===== config.mk =====
export PLATFORM = sky130hd
export DESIGN_NAME = int16_to_decimal_ascii
export DESIGN_NICKNAME = d
export VERILOG_FILES = /design/src/rtl/core/i2d_pkg.sv /design/src/rtl/core/int16_to_decimal_ascii.sv /design/src/rtl/core/i2d_front.sv /design/src/rtl/core/i2d_queue.sv /design/src/rtl/core/i2d_back.sv
export SDC_FILE = /design/constraint.sdc
export NUM_CORES = 1
export LEC_CHECK = 0
export BUFFER_PORTS_ARGS = -buffer_cell sky130_fd_sc_hd__buf_2
export CAP_MARGIN = 20
export CORE_UTILIZATION = 40
export DETAILED_ROUTE_END_ITERATION = 7
export SLEW_MARGIN = 20
export SYNTH_ARGS = -nofsm -noshare
export SYNTH_HDL_FRONTEND = slang
export SYNTH_SLANG_ARGS = --single-unit

===== constraint.sdc =====
create_clock -name i_clk -period 6.3 [get_ports i_clk]
set_input_delay 0.315 -clock i_clk [delete_from_list [all_inputs] [get_ports i_clk]]
set_output_delay 0.315 -clock i_clk [all_outputs]
set_load 0.02 [all_outputs]

===== src/rtl/core/i2d_pkg.sv =====
// ----------------------------------------------------------------------------
// i2d_pkg
// Shared types and constants for the signed 16-bit to decimal ASCII converter.
// ----------------------------------------------------------------------------
package i2d_pkg;

    localparam int unsigned VALUE_W     = 16;
    localparam int unsigned MAG_W       = 15;
    localparam int unsigned DIGITS      = 5;
    localparam int unsigned DIGIT_W     = 4;
    localparam int unsigned POS_W       = 3;
    localparam int unsigned CHAR_W      = 8;

    localparam int unsigned RADIX       = 10;
    // x / 10 == (x * 52429) >> 19 for every x below 2**16
    localparam int unsigned RADIX_RECIP = 52429;
    localparam int unsigned RECIP_SHIFT = 19;
    localparam int unsigned PROD_W      = 32;

    localparam logic [CHAR_W-1:0] ASCII_ZERO  = 8'h30;
    localparam logic [CHAR_W-1:0] ASCII_MINUS = 8'h2D;
    localparam logic [CHAR_W-1:0] ASCII_NONE  = 8'h00;

    localparam logic [VALUE_W-1:0] MOST_NEG   = 16'h8000;

    localparam int unsigned QUEUE_DEPTH_DEF = 2;

    // One converted value waiting for the emitter
    typedef struct packed {
        logic                             err;
        logic                             neg;
        logic [POS_W-1:0]                 first;   // highest digit to print
        logic [DIGITS-1:0][DIGIT_W-1:0]   digits;  // digits[0] is units
    } t_item;

endpackage


===== src/rtl/core/int16_to_decimal_ascii.sv =====
// ----------------------------------------------------------------------------
// int16_to_decimal_ascii
// Signed 16-bit integer to decimal ASCII text, one character per transaction.
// ----------------------------------------------------------------------------
// Conversion: five divide-by-ten steps through the single reciprocal
//   multiplier, then the handoff to the queue, in which the next value can
//   be taken; the emitter sends one character per cycle unless the output
//   stalls.
// Reset: synchronous, active low; empties the queue and output register.
module int16_to_decimal_ascii
    import i2d_pkg::*;
#(
    parameter int unsigned QUEUE_DEPTH = QUEUE_DEPTH_DEF
)
(
    input  logic                      i_clk,
    input  logic                      i_rst_n,
    input  logic                      i_in_valid,
    output logic                      o_in_ready,
    input  logic signed [VALUE_W-1:0] i_value,
    output logic                      o_out_valid,
    input  logic                      i_out_ready,
    output logic [CHAR_W-1:0]         o_char_code,
    output logic                      o_last_char,
    output logic                      o_range_error
);

    logic  push;
    t_item push_item;
    logic  q_ready;
    logic  q_valid;
    t_item q_data;
    logic  q_pop;

    i2d_front u_front (
        .i_clk      (i_clk),
        .i_rst_n    (i_rst_n),
        .i_in_valid (i_in_valid),
        .o_in_ready (o_in_ready),
        .i_value    (i_value),
        .o_push     (push),
        .o_item     (push_item),
        .i_q_ready  (q_ready)
    );

    i2d_queue #(
        .DEPTH (QUEUE_DEPTH)
    ) u_queue (
        .i_clk   (i_clk),
        .i_rst_n (i_rst_n),
        .i_push  (push),
        .i_data  (push_item),
        .o_ready (q_ready),
        .o_valid (q_valid),
        .o_data  (q_data),
        .i_pop   (q_pop)
    );

    i2d_back u_back (
        .i_clk         (i_clk),
        .i_rst_n       (i_rst_n),
        .i_q_valid     (q_valid),
        .i_q_data      (q_data),
        .o_q_pop       (q_pop),
        .o_out_valid   (o_out_valid),
        .i_out_ready   (i_out_ready),
        .o_char_code   (o_char_code),
        .o_last_char   (o_last_char),
        .o_range_error (o_range_error)
    );

endmodule


===== src/rtl/core/i2d_front.sv =====
// ----------------------------------------------------------------------------
// i2d_front
// Accepts a value, flags the unrepresentable one, takes the magnitude and
// splits it into five decimal digits, one divide-by-ten step per cycle.
// ----------------------------------------------------------------------------
module i2d_front
    import i2d_pkg::*;
(
    input  logic                      i_clk,
    input  logic                      i_rst_n,
    input  logic                      i_in_valid,
    output logic                      o_in_ready,
    input  logic signed [VALUE_W-1:0] i_value,
    output logic                      o_push,
    output t_item                     o_item,
    input  logic                      i_q_ready
);

    typedef enum logic [1:0] {
        S_IDLE,
        S_CONV,
        S_PUSH
    } t_state;

    t_state                            r_state;
    logic [POS_W-1:0]                  r_cnt;
    logic [MAG_W-1:0]                  r_mag;
    logic [DIGITS-1:0][DIGIT_W-1:0]    r_dig;
    logic                              r_neg;
    logic                              r_err;

    logic                              accept;
    logic [VALUE_W-1:0]                raw;
    logic [VALUE_W-1:0]                neg_raw;
    logic [MAG_W-1:0]                  n_mag;
    logic [PROD_W-1:0]                 prod;
    logic [MAG_W-1:0]                  quot;
    logic [MAG_W-1:0]                  quot10;
    logic [DIGIT_W-1:0]                digit;
    logic [POS_W-1:0]                  first;

    assign o_in_ready = (r_state == S_IDLE) || ((r_state == S_PUSH) && i_q_ready);
    assign accept     = i_in_valid && o_in_ready;

    assign raw     = i_value;
    assign neg_raw = ~raw + VALUE_W'(1);
    // most negative value folds to zero here; it is flagged separately
    assign n_mag   = raw[VALUE_W-1] ? neg_raw[MAG_W-1:0] : raw[MAG_W-1:0];

    assign prod   = PROD_W'(r_mag) * PROD_W'(RADIX_RECIP);
    assign quot   = MAG_W'(prod >> RECIP_SHIFT);
    assign quot10 = MAG_W'(quot * MAG_W'(RADIX));
    assign digit  = DIGIT_W'(r_mag - quot10);

    always_comb begin
        priority if (r_dig[4] != '0) begin
            first = POS_W'(4);
        end else if (r_dig[3] != '0) begin
            first = POS_W'(3);
        end else if (r_dig[2] != '0) begin
            first = POS_W'(2);
        end else if (r_dig[1] != '0) begin
            first = POS_W'(1);
        end else begin
            first = '0;
        end
    end

    assign o_push        = (r_state == S_PUSH) && i_q_ready;
    assign o_item.err    = r_err;
    assign o_item.neg    = r_neg;
    assign o_item.first  = first;
    assign o_item.digits = r_dig;

    always_ff @(posedge i_clk) begin
        if (!i_rst_n) begin
            r_state <= S_IDLE;
            r_cnt   <= '0;
        end else begin
            unique case (r_state)
                S_IDLE: begin
                    if (accept) begin
                        r_state <= S_CONV;
                        r_cnt   <= '0;
                    end
                end
                S_CONV: begin
                    r_cnt <= r_cnt + POS_W'(1);
                    if (r_cnt == POS_W'(DIGITS - 1)) begin
                        r_state <= S_PUSH;
                    end
                end
                S_PUSH: begin
                    if (accept) begin
                        r_state <= S_CONV;
                        r_cnt   <= '0;
                    end else if (i_q_ready) begin
                        r_state <= S_IDLE;
                    end
                end
                default: begin
                    r_state <= S_IDLE;
                end
            endcase
        end
    end

    // datapath
    always_ff @(posedge i_clk) begin
        if (accept) begin
            r_mag <= n_mag;
            r_neg <= raw[VALUE_W-1];
            r_err <= (raw == MOST_NEG);
        end else if (r_state == S_CONV) begin
            r_mag <= quot;
            // units digit comes out first and ends up in the lowest slot
            r_dig <= {digit, r_dig[DIGITS-1:1]};
        end
    end

endmodule


===== src/rtl/core/i2d_queue.sv =====
// ----------------------------------------------------------------------------
// i2d_queue
// Small FIFO of converted values between the converter and the emitter.
// ----------------------------------------------------------------------------
module i2d_queue
    import i2d_pkg::*;
#(
    parameter int unsigned DEPTH = QUEUE_DEPTH_DEF
)
(
    input  logic  i_clk,
    input  logic  i_rst_n,
    input  logic  i_push,
    input  t_item i_data,
    output logic  o_ready,
    output logic  o_valid,
    output t_item o_data,
    input  logic  i_pop
);

    localparam int unsigned PTR_W = $clog2(DEPTH);
    localparam int unsigned CNT_W = $clog2(DEPTH + 1);

    t_item            r_mem [DEPTH];
    logic [PTR_W-1:0] r_wr_ptr;
    logic [PTR_W-1:0] r_rd_ptr;
    logic [CNT_W-1:0] r_count;

    logic             do_push;
    logic             do_pop;

    assign o_ready = (r_count != CNT_W'(DEPTH));
    assign o_valid = (r_count != '0);
    assign o_data  = r_mem[r_rd_ptr];

    assign do_push = i_push && o_ready;
    assign do_pop  = i_pop && o_valid;

    always_ff @(posedge i_clk) begin
        if (!i_rst_n) begin
            r_wr_ptr <= '0;
            r_rd_ptr <= '0;
            r_count  <= '0;
        end else begin
            if (do_push) begin
                r_wr_ptr <= (r_wr_ptr == PTR_W'(DEPTH - 1)) ? '0 : r_wr_ptr + PTR_W'(1);
            end
            if (do_pop) begin
                r_rd_ptr <= (r_rd_ptr == PTR_W'(DEPTH - 1)) ? '0 : r_rd_ptr + PTR_W'(1);
            end
            if (do_push && !do_pop) begin
                r_count <= r_count + CNT_W'(1);
            end else if (do_pop && !do_push) begin
                r_count <= r_count - CNT_W'(1);
            end
        end
    end

    always_ff @(posedge i_clk) begin
        if (do_push) begin
            r_mem[r_wr_ptr] <= i_data;
        end
    end

endmodule


===== src/rtl/core/i2d_back.sv =====
// ----------------------------------------------------------------------------
// i2d_back
// Walks one converted value out into the output reg: sign, then digits from
// the top non-zero one to units (NUL if flagged), one per cycle unless stalled.
// ----------------------------------------------------------------------------
module i2d_back
    import i2d_pkg::*;
(
    input  logic              i_clk,
    input  logic              i_rst_n,
    input  logic              i_q_valid,
    input  t_item             i_q_data,
    output logic              o_q_pop,
    output logic              o_out_valid,
    input  logic              i_out_ready,
    output logic [CHAR_W-1:0] o_char_code,
    output logic              o_last_char,
    output logic              o_range_error
);

    logic              r_act;
    t_item             r_item;
    logic              r_sign;
    logic [POS_W-1:0]  r_pos;

    logic              r_ovalid;
    logic [CHAR_W-1:0] r_char;
    logic              r_last;
    logic              r_err;

    logic              adv;
    logic              emit;
    logic              cur_last;
    logic [CHAR_W-1:0] cur_char;

    assign adv  = !r_ovalid || i_out_ready;
    assign emit = r_act && adv;

    always_comb begin
        priority if (r_item.err) begin
            cur_char = ASCII_NONE;
            cur_last = 1'b1;
        end else if (r_sign) begin
            cur_char = ASCII_MINUS;
            cur_last = 1'b0;
        end else begin
            cur_char = ASCII_ZERO + CHAR_W'(r_item.digits[r_pos]);
            cur_last = (r_pos == '0);
        end
    end

    assign o_q_pop = i_q_valid && (!r_act || (emit && cur_last));

    always_ff @(posedge i_clk) begin
        if (!i_rst_n) begin
            r_act    <= 1'b0;
            r_ovalid <= 1'b0;
        end else begin
            if (o_q_pop) begin
                r_act <= 1'b1;
            end else if (emit && cur_last) begin
                r_act <= 1'b0;
            end
            if (adv) begin
                r_ovalid <= r_act;
            end
        end
    end

    always_ff @(posedge i_clk) begin
        if (o_q_pop) begin
            r_item <= i_q_data;
            r_sign <= i_q_data.neg && !i_q_data.err;
            r_pos  <= i_q_data.first;
        end else if (emit) begin
            if (r_sign) begin
                r_sign <= 1'b0;
            end else if (r_pos != '0) begin
                r_pos <= r_pos - POS_W'(1);
            end
        end
        if (emit) begin
            r_char <= cur_char;
            r_last <= cur_last;
            r_err  <= r_item.err;
        end
    end

    assign o_out_valid   = r_ovalid;
    assign o_char_code   = r_char;
    assign o_last_char   = r_last;
    assign o_range_error = r_err;

endmodule


==> results.py, run 1 <==
metrics = {
    "clocking": {
        "max-clock-path-buffers": 2,
        "numCtsBuffers": 17,
        "clock_tree_from_tritoncts": "built",
        "post_cts_hold_buffer_count": 0,
        "clock_insertion_delay_worst_skew_ns": 0.42,
        "clock-sinks": 132,
        "worst_path_clk_slew_ns": 0.07,
        "root_cell_of_the_clock_tree": "sky130_fd_sc_hd__clkbuf_16",
        "h-tree-depth": 4,
    },
    "worst_setup_path": {
        "critPathRequiredTime_ns": 6.47,
        "worstPathArrival_ns": 6.15,
        "critPathLaunchType": "register",
        "worst-path-max-fanout": 4,
        "critPathKind": "register to register",
        "crit_path_end_kind": "register",
    },
    "cells_and_area": {
        "post_route_cells_drive_above_1_share": 0.158,
        "nets": 991,
        "multi_input_comb_area_um2": 4840,
        "fill_cells": 1986,
        "area_growth_syn_to_layout_pct": 14.3,
        "final_antenna_diode_count": 0,
        "final-seq-area_um2": 3840,
    },
    "sta": {
        "period_share": 0.950,
        "finalMaxSlewViolations": 0,
        "period_minus_ws_final_ns": 5.98,
        "final.setup_skew_ns": 0.0101,
        "worst_tran_pin_value_ns": 0.939,
        "setup_violations": 0,
        "finalWorstSetupSlack_ns": 0.318,
        "achievable-frequency_mhz": 167,
        "timing.slew.headroom": 0.374,
        "timing_hold_violations_final": 0,
    },
    "grt": {
        "grt_overflow": 0,
        "grt_start_max_net_pins": 27,
        "grt_antenna_before_repair": 0,
        "grt_pass1_vias": 5855,
        "grtUsageTotal": 0.169,
        "grt_pass1_wl_mm": 30.2,
    },
    "die": {
        "fp.dieArea_um2": 23300,
        "io_pins": 32,
        "rows": 54,
        "initial_core_utilization": 0.411,
        "die_h_um": 153,
        "die_x_um": 153,
        "design.core.area_um2": 22000,
    },
    "synth": {
        "synthTopCellsByArea": "sky130_fd_sc_hd__edfxtp_1 40%, sky130_fd_sc_hd__ha_1 17%, sky130_fd_sc_hd__fa_1 12%",
        "synth.cell_area_um2": 9060,
        "ys_seq_area_frac": 0.424,
        "postSynth.asyncResetShare": 0,
        "synth_common_cells": "123 x sky130_fd_sc_hd__ha_1, 120 x sky130_fd_sc_hd__edfxtp_1, 104 x sky130_fd_sc_hd__inv_1",
        "yosys_register_bits": 132,
        "synth.top_cell.area_share": 0.398,
        "synth_top_cell_by_area": "sky130_fd_sc_hd__edfxtp_1",
        "synth-edff-count": 120,
        "yosys_warnings": 0,
        "synthesis.instances": 736,
        "synth_cell_type_count": 59,
        "post-synth-top-count-cell": "sky130_fd_sc_hd__ha_1",
        "ys_dominant_reg_cell": "sky130_fd_sc_hd__edfxtp_1",
        "synthesis.area_per_instance_um2": 12.3,
    },
    "drt": {
        "drt_pre_antenna_iters": 8,
        "drcViolationCount": 1,
        "first_iter_violations": 228,
        "routed_antenna_nets": 0,
        "via_total_after_detailed_routing": 5536,
        "wirelength_mm": 18.2,
        "via_per_inst": 5.10,
        "drt-wirelength-per-cell_um": 16.8,
    },
    "placed_design": {
        "place_congestion": 0.877,
        "hpwl_mm": 14.3,
        "pre_cts_slack_ns": 0.0550,
        "buffer_ports.inserted": 29,
    },
    "flow_run": {
        "maxCapViolCount": 0,
    },
    "run_status": {
        "failed_checks": "DRC",
        "status": "complete, but fails checks",
    },
    "worst_hold_path": {
        "hp-class": "input pin to register",
    },
}
-- flip-flops by register name, indices dropped and copies added, names as in the netlist, named ones only --
register,count
u_front.r_mag,15
u_back.o_char_code,6
u_queue.r_rd_ptr,1
u_queue.r_count,2
u_front.r_neg,1
u_back.r_item,21
u_back.r_sign,1
u_back.o_out_valid,1
u_back.r_pos,3
u_queue.r_mem,50
u_front.r_state,2
u_front.r_err,1
u_back.o_last_char,1
u_back.r_act,1
u_queue.r_wr_ptr,1
u_back.o_range_error,1
u_front.r_cnt,3
u_front.o_item,20
-- cell usage in the layout, fill, tap and decap left out, drive strengths merged, types with 7 or more instances in the layout --
master,netlist,final
ha,123,123
edfxtp,120,120
inv,104,108
fa,55,55
buf,6,50
nand2,36,36
a21oi,29,29
o21ai,23,23
mux2,22,22
nor2,20,20
xnor2,20,20
xor2,18,18
clkbuf,7,18
a21o,15,15
dfxtp,12,12
and2,11,11
nor3,9,9
nand3,8,8
mux2i,7,7
nor2b,7,7
-- final timing paths --
check | from | to | slack, ns | depth (start not counted)
max | u_front.r_mag[13]$_SDFFCE_PN0P_ | u_front.o_item[19]$_DFFE_PP_ | 0.32 | 22
min | i_value[0] | u_front.r_mag[0]$_DFFE_PP_ | 0.22 | 3
max reg2reg | u_front.r_mag[13]$_SDFFCE_PN0P_ | u_front.o_item[19]$_DFFE_PP_ | 0.32 | 22
min reg2reg | u_front.o_item[1]$_DFFE_PP_ | u_queue.r_mem[0][1]$_DFFE_PP_ | 0.44 | 0
-- worst max-delay path, stage by stage, from the launching register on --
cell and delay, ns:
sky130_fd_sc_hd__edfxtp_1 0.43, sky130_fd_sc_hd__buf_4 0.17, sky130_fd_sc_hd__ha_4 0.28, sky130_fd_sc_hd__inv_1 0.05, sky130_fd_sc_hd__fa_1 0.39, sky130_fd_sc_hd__inv_1 0.08
sky130_fd_sc_hd__fa_1 0.41, sky130_fd_sc_hd__ha_1 0.34, sky130_fd_sc_hd__a21o_1 0.20, sky130_fd_sc_hd__fa_1 0.49, sky130_fd_sc_hd__inv_1 0.06, sky130_fd_sc_hd__fa_1 0.53
sky130_fd_sc_hd__inv_1 0.04, sky130_fd_sc_hd__ha_1 0.29, sky130_fd_sc_hd__nand4_1 0.14, sky130_fd_sc_hd__or2_4 0.28, sky130_fd_sc_hd__a2111o_1 0.41, sky130_fd_sc_hd__and2_4 0.20
sky130_fd_sc_hd__xnor2_1 0.15, sky130_fd_sc_hd__fa_2 0.37, sky130_fd_sc_hd__xnor2_1 0.19, sky130_fd_sc_hd__xnor2_1 0.15, sky130_fd_sc_hd__xnor2_1 0.08
-- metal layers --
metal,part of all wire,track usage,vias up
li1,-,-,2737
met1,0.46,0.215,2705
met2,0.50,0.299,78
met3,0.030,0.0273,16
met4,0.010,0.0438,0
met5,0,0,-
-- area by class of cell --
type                    instances  area share
clock buffers                  18      0.0414
clock inverters                14      0.0194
inverters                     106      0.0384
multi-input cells             486       0.467
flip-flops and latches        132       0.371
well taps                     280      0.0338
repair buffers                 50      0.0292
-- stage by stage --
step	TNS (ns)	hold WS, ns	area (um^2)	instances	util
after detailed placement	0	0.430	9610	1046	0.436
after global routing	-0.000227	0.218	10400	1086	0.470
after global placement	0	0.423	9610	1046	0.436
after CTS	0	0.207	10200	1078	0.465
after floorplan	0	0.414	9070	737	-
final	0	0.219	10400	1086	0.470
-- kinds of logic (layout without fill, tap and decap cells) --
logic type      Yosys count  count (layout)  synth area share
compound gates          112             112            0.0808
xor+xnor                 38              38            0.0375
fa+ha+maj               178             178             0.291
buf+inv                 119             188            0.0505
flops                   132             132             0.424
mux                      33              33            0.0450
other cells               1               2          0.000414
simple gates            123             123            0.0704
-- repair_timing --
action	CTS	global route
setup buffers	0	8
endpoints found under the setup margin	0	1
resized for setup	0	10
Power of run 1 is left out: the tool's default activity adds up to more than one toggle a clock period on the data nets, which glitch-free logic cannot reach.
==> run 2, diff against run 1 <==
- BUFFER_PORTS_ARGS: -buffer_cell sky130_fd_sc_hd__buf_2 -> -buffer_cell sky130_fd_sc_hd__buf_4
- CTS_CLUSTER_DIAMETER: unset -> 150
==> results.py, run 2 (synthesis results as in run 1) <==
metrics = {
    "clocking": {
        "clock_tree_from_tritoncts": "built",
        "numCtsBuffers": 17,
        "max-clock-path-buffers": 2,
        "worst_path_clk_slew_ns": 0.06,
        "h-tree-depth": 4,
        "clock_insertion_delay_worst_skew_ns": 0.42,
        "post_cts_hold_buffer_count": 0,
        "root_cell_of_the_clock_tree": "sky130_fd_sc_hd__clkbuf_16",
        "clock-sinks": 132,
    },
    "run_status": {
        "status": "finished clean",
    },
    "worst_hold_path": {
        "min_from": "i_value[14]",
        "hold_depth": 2,
        "hp-class": "input pin to register",
    },
    "die": {
        "fp.dieArea_um2": 23300,
        "rows": 54,
        "design.core.area_um2": 22000,
        "io_pins": 32,
        "die_x_um": 153,
        "initial_core_utilization": 0.411,
        "die_h_um": 153,
    },
    "cells_and_area": {
        "final_antenna_diode_count": 0,
        "largest_register_ffs": 50,
        "nets": 988,
        "top_register": "u_queue.r_mem",
        "finish.cell_count_without_fillers": 1082,
        "area_growth_syn_to_layout_pct": 14.5,
        "post_route_cells_drive_above_1_share": 0.152,
        "mostFrequentLayoutCells": "120 x sky130_fd_sc_hd__ha_1, 120 x sky130_fd_sc_hd__edfxtp_1, 104 x sky130_fd_sc_hd__inv_1, 53 x sky130_fd_sc_hd__fa_1, 47 x sky130_fd_sc_hd__buf_4",
    },
    "placed_design": {
        "place.detailed.instances": 1045,
        "buffer_ports.inserted": 29,
        "place_congestion": 0.844,
        "hpwl_mm": 14.1,
    },
    "worst_setup_path": {
        "critPathRequiredTime_ns": 6.46,
        "crit_chain": "inv_1 > ha_1 > fa_1 > inv_1 > fa_1 > fa_1 > fa_1 > fa_1 > ha_1 > nand4_1 > or2_2 > a2111o_1 > and2_1 > xnor2_1 > fa_2 > xnor2_2 > xnor2_1 > xnor2_1",
        "setup.worst_path.start": "u_front.r_mag[4]$_DFFE_PP_",
        "worst-r2r-cell-count": 18,
        "worst-path-max-fanout": 4,
        "crit_path_end_kind": "register",
        "critical-path-slowest-cell": "sky130_fd_sc_hd__fa_1",
        "worst_path_most_repeated_cell": "sky130_fd_sc_hd__fa_1",
        "critPathMaxStageDelay_ns": 0.62,
        "worstPathArrival_ns": 6.22,
        "critPathKind": "register to register",
        "rr_startpoint": "u_front.r_mag[4]$_DFFE_PP_",
        "critPathLaunchType": "register",
    },
    "drt": {
        "routed_antenna_nets": 0,
        "wirelength_mm": 18.1,
        "via_per_inst": 5.00,
        "drcViolationCount": 0,
        "first_iter_violations": 281,
        "via_total_after_detailed_routing": 5409,
        "drt-wirelength-per-cell_um": 16.7,
        "drt_pre_antenna_iters": 8,
    },
    "flow_run": {
        "maxCapViolCount": 0,
    },
    "sta": {
        "timing.slew.headroom": 0.352,
        "worst_tran_pin_value_ns": 0.971,
        "achievable-frequency_mhz": 165,
        "setup_violations": 0,
        "rsz_0062_raised_after_global_routing": "no",
        "finalMaxSlewViolations": 0,
        "final.setup_skew_ns": 0.0130,
        "timing_hold_violations_final": 0,
        "final_tns_setup_ns": 0,
        "period_minus_ws_final_ns": 6.06,
        "period_share": 0.962,
    },
    "grt": {
        "grtUsageTotal": 0.170,
        "grt_pass1_vias": 5864,
        "grt_pass1_wl_mm": 30.2,
        "grt_start_max_net_pins": 27,
        "grt_overflow": 0,
        "grt_antenna_before_repair": 0,
    },
}
[run 2: cell count changes in the layout (fill, tap and decap cells not counted), sizes merged]
cell / previous run / this run
buf: 50 / 47
clkinv: 5 / 7
inv: 108 / 105
[run 2: final timing paths]
kind	slack [ns]	to
hold / removal	0.20	u_front.r_err$_DFFE_PP_
setup / recovery	0.24	u_front.o_item[19]$_DFFE_PP_
hold reg to reg	0.45	u_queue.r_mem[1][23]$_DFFE_PP_
setup reg to reg	0.24	u_front.o_item[19]$_DFFE_PP_
[run 2: worst max-delay path: cells and delay by family (launching register included)]
family          cells  cell delay [ns]
fa+ha+maj           8             3.59
flops               1             0.41
simple gates        3             0.68
buf+inv             2             0.17
compound gates      1             0.40
xor+xnor            4             0.56
[run 2: what timing repair did]
item / 4_1_cts / 5_1_grt
resized for setup: 0 / 8
hold endpoints to repair: 0 / 0
setup buffers: 0 / 6
setup endpoints to repair: 0 / 1
[run 2: area by class of cell]
cell class | instances | area, um^2
Clock buffer | 18 | 429
Clock inverter | 13 | 183
Fill cell | 1979 | 11600
Inverter | 106 | 398
Multi-Input combinational cell | 486 | 4820
Sequential cell | 132 | 3840
Tap cell | 280 | 350
Timing Repair Buffer | 47 | 353
[run 2: layer usage]
metal / global-route usage / vias up / routed length, um
met5: 0 / - / 0
met1: 0.208 / 2573 / 8200
li1: - / 2727 / -
met3: 0.0370 / 16 / 627
met4: 0.0495 / 0 / 230
met2: 0.300 / 93 / 9040
[run 2: per-stage QoR]
step                instance area (um^2)  hold WS (ns)  worst slack (ns)   util
global route                       10400         0.183           0.00346  0.471
finish                             10400         0.196             0.238  0.471
global placement                    9670         0.425             0.176  0.439
CTS                                10300         0.183            0.0274  0.467
detailed placement                  9670         0.432            0.0613  0.439
floorplan                           9070         0.414             0.365      -
Power of run 2 is left out for the same reason.
==> run 3, diff against run 2 <==
- CORE_UTILIZATION: 40 -> 57
- MAX_ROUTING_LAYER: unset -> met4
- PLACE_DENSITY: unset -> 0.77
==> results.py, run 3 (synthesis results as in run 1) <==
metrics = {
    "run_status": {
        "status": "finished clean",
    },
    "worst_setup_path": {
        "critPathKind": "register to register",
        "critPathLaunchType": "register",
        "worst-path-max-fanout": 4,
        "critPathRequiredTime_ns": 6.47,
        "crit_path_end_kind": "register",
        "worstPathArrival_ns": 6.32,
    },
    "cells_and_area": {
        "fill_cells": 1085,
        "largest_register_ffs": 50,
        "post_route_cells_drive_above_1_share": 0.171,
        "top_register": "u_queue.r_mem",
        "area_growth_syn_to_layout_pct": 14.4,
        "final_antenna_diode_count": 0,
        "mostFrequentLayoutCells": "120 x sky130_fd_sc_hd__edfxtp_1, 117 x sky130_fd_sc_hd__ha_1, 104 x sky130_fd_sc_hd__inv_1, 52 x sky130_fd_sc_hd__fa_1, 52 x sky130_fd_sc_hd__buf_4",
        "layout_commonest_cell": "sky130_fd_sc_hd__edfxtp_1",
        "finish.cell_count_without_fillers": 1019,
        "nets": 993,
    },
    "die": {
        "initial_core_utilization": 0.590,
        "die_h_um": 128,
        "die_x_um": 128,
        "design.core.area_um2": 15400,
        "rows": 45,
        "io_pins": 32,
        "fp.dieArea_um2": 16400,
    },
    "placed_design": {
        "place.detailed.instances": 975,
        "place_congestion": 1.02,
        "buffer_ports.inserted": 29,
        "hpwl_mm": 14.3,
    },
    "clocking": {
        "clock_tree_from_tritoncts": "built",
        "clock-sinks": 132,
        "numCtsBuffers": 17,
        "root_cell_of_the_clock_tree": "sky130_fd_sc_hd__clkbuf_16",
        "max-clock-path-buffers": 2,
        "worst_path_clk_slew_ns": 0.07,
        "h-tree-depth": 4,
        "clock_insertion_delay_worst_skew_ns": 0.43,
    },
    "grt": {
        "grt_pass1_vias": 6073,
        "grt_start_max_net_pins": 27,
        "grt_pass1_wl_mm": 30.2,
        "grtUsageTotal": 0.254,
        "grt_antenna_before_repair": 0,
        "grt_overflow": 0,
    },
    "sta": {
        "finalMaxSlewViolations": 0,
        "timing.slew.headroom": 0.337,
        "period_minus_ws_final_ns": 6.16,
        "setup_violations": 0,
        "worst_tran_pin_value_ns": 0.988,
        "achievable-frequency_mhz": 162,
        "timing_hold_violations_final": 0,
        "final.setup_skew_ns": 0.0117,
        "period_share": 0.977,
        "final_tns_setup_ns": 0,
    },
    "drt": {
        "met1Wirelength_mm": 8.30,
        "detailed_routed_wire_length_on_met3_um": 824,
        "topRoutingLayerUsed": "met4",
        "routed-wl-met2_mm": 9.04,
        "wirelength_mm": 18.8,
        "drt-wirelength-per-cell_um": 18.4,
        "routed_antenna_nets": 0,
        "drcViolationCount": 0,
        "via_total_after_detailed_routing": 5818,
        "drt_pre_antenna_iters": 5,
        "first_iter_violations": 422,
        "via_per_inst": 5.71,
    },
    "worst_hold_path": {
        "hp-class": "input pin to register",
    },
    "flow_run": {
        "maxCapViolCount": 0,
    },
}
[run 3: cell count changes in the layout (fill, tap and decap cells not counted), moves of 2 or more]
cell,previous run,this run
sky130_fd_sc_hd__xnor2_2,1,4
sky130_fd_sc_hd__clkinv_2,2,0
sky130_fd_sc_hd__inv_6,1,6
sky130_fd_sc_hd__buf_4,47,52
sky130_fd_sc_hd__xnor2_1,19,16
sky130_fd_sc_hd__ha_4,2,4
sky130_fd_sc_hd__ha_1,120,117
sky130_fd_sc_hd__bufinv_16,4,2
[run 3: per-stage QoR]
step                      area, um^2   util  setup WS, ns  hold WS [ns]
after detailed placement        9570  0.623       -0.0528         0.429
after floorplan                 9070      -         0.365         0.414
after global routing           10400  0.675       -0.0578         0.188
after global placement          9570  0.623         0.184         0.424
after CTS                      10200  0.664        0.0288         0.180
final                          10400  0.675         0.143         0.188
[run 3: layer usage]
| metal | vias to the layer above | track usage |
|---|---|---|
| li1 | 2735 | - |
| met5 | - | - |
| met2 | 164 | 0.412 |
| met3 | 45 | 0.0351 |
| met1 | 2874 | 0.319 |
| met4 | 0 | 0.113 |
[run 3: final cells by class]
| class | count | area, um^2 | area share |
|---|---|---|---|
| clock buffers | 17 | 425 | 0.0410 |
| clock inverters | 15 | 169 | 0.0163 |
| inverters | 106 | 398 | 0.0384 |
| multi-input cells | 486 | 4880 | 0.471 |
| flip-flops and latches | 132 | 3840 | 0.371 |
| well taps | 211 | 264 | 0.0255 |
| repair buffers | 52 | 390 | 0.0376 |
[run 3: critical path, stage by stage (launching register included)]
cell,delay (ns)
sky130_fd_sc_hd__edfxtp_1,0.40
sky130_fd_sc_hd__buf_4,0.17
sky130_fd_sc_hd__inv_1,0.05
sky130_fd_sc_hd__ha_1,0.37
sky130_fd_sc_hd__fa_1,0.47
sky130_fd_sc_hd__inv_1,0.14
sky130_fd_sc_hd__fa_1,0.44
sky130_fd_sc_hd__fa_1,0.42
sky130_fd_sc_hd__fa_1,0.50
sky130_fd_sc_hd__fa_1,0.54
sky130_fd_sc_hd__ha_4,0.30
sky130_fd_sc_hd__nand4_1,0.16
sky130_fd_sc_hd__or2_4,0.29
sky130_fd_sc_hd__a2111o_1,0.46
sky130_fd_sc_hd__and2_4,0.20
sky130_fd_sc_hd__xnor2_2,0.15
sky130_fd_sc_hd__fa_2,0.38
sky130_fd_sc_hd__xnor2_2,0.16
sky130_fd_sc_hd__xnor2_2,0.15
sky130_fd_sc_hd__xnor2_1,0.14
[run 3: worst paths after layout]
path	slack, ns	startpoint	cells past startpoint	to
worst min register to register	0.44	u_front.o_item[2]$_DFFE_PP_	0	u_queue.r_mem[1][2]$_DFFE_PP_
worst max-delay path	0.14	u_front.r_mag[7]$_DFFE_PP_	19	u_front.o_item[19]$_DFFE_PP_
worst max register to register	0.14	u_front.r_mag[7]$_DFFE_PP_	19	u_front.o_item[19]$_DFFE_PP_
worst min-delay path	0.19	i_rst_n	2	u_queue.r_wr_ptr$_SDFFE_PN0P_
[run 3: repair_timing]
action | in CTS | in global routing
gates cloned | 0 | 0
gates resized for setup | 1 | 17
pin swaps | 1 | 5
buffers inserted | 4 | 8
setup endpoints to repair | 1 | 1
hold buffers | 0 | 0
Power of run 3 is left out for the same reason.
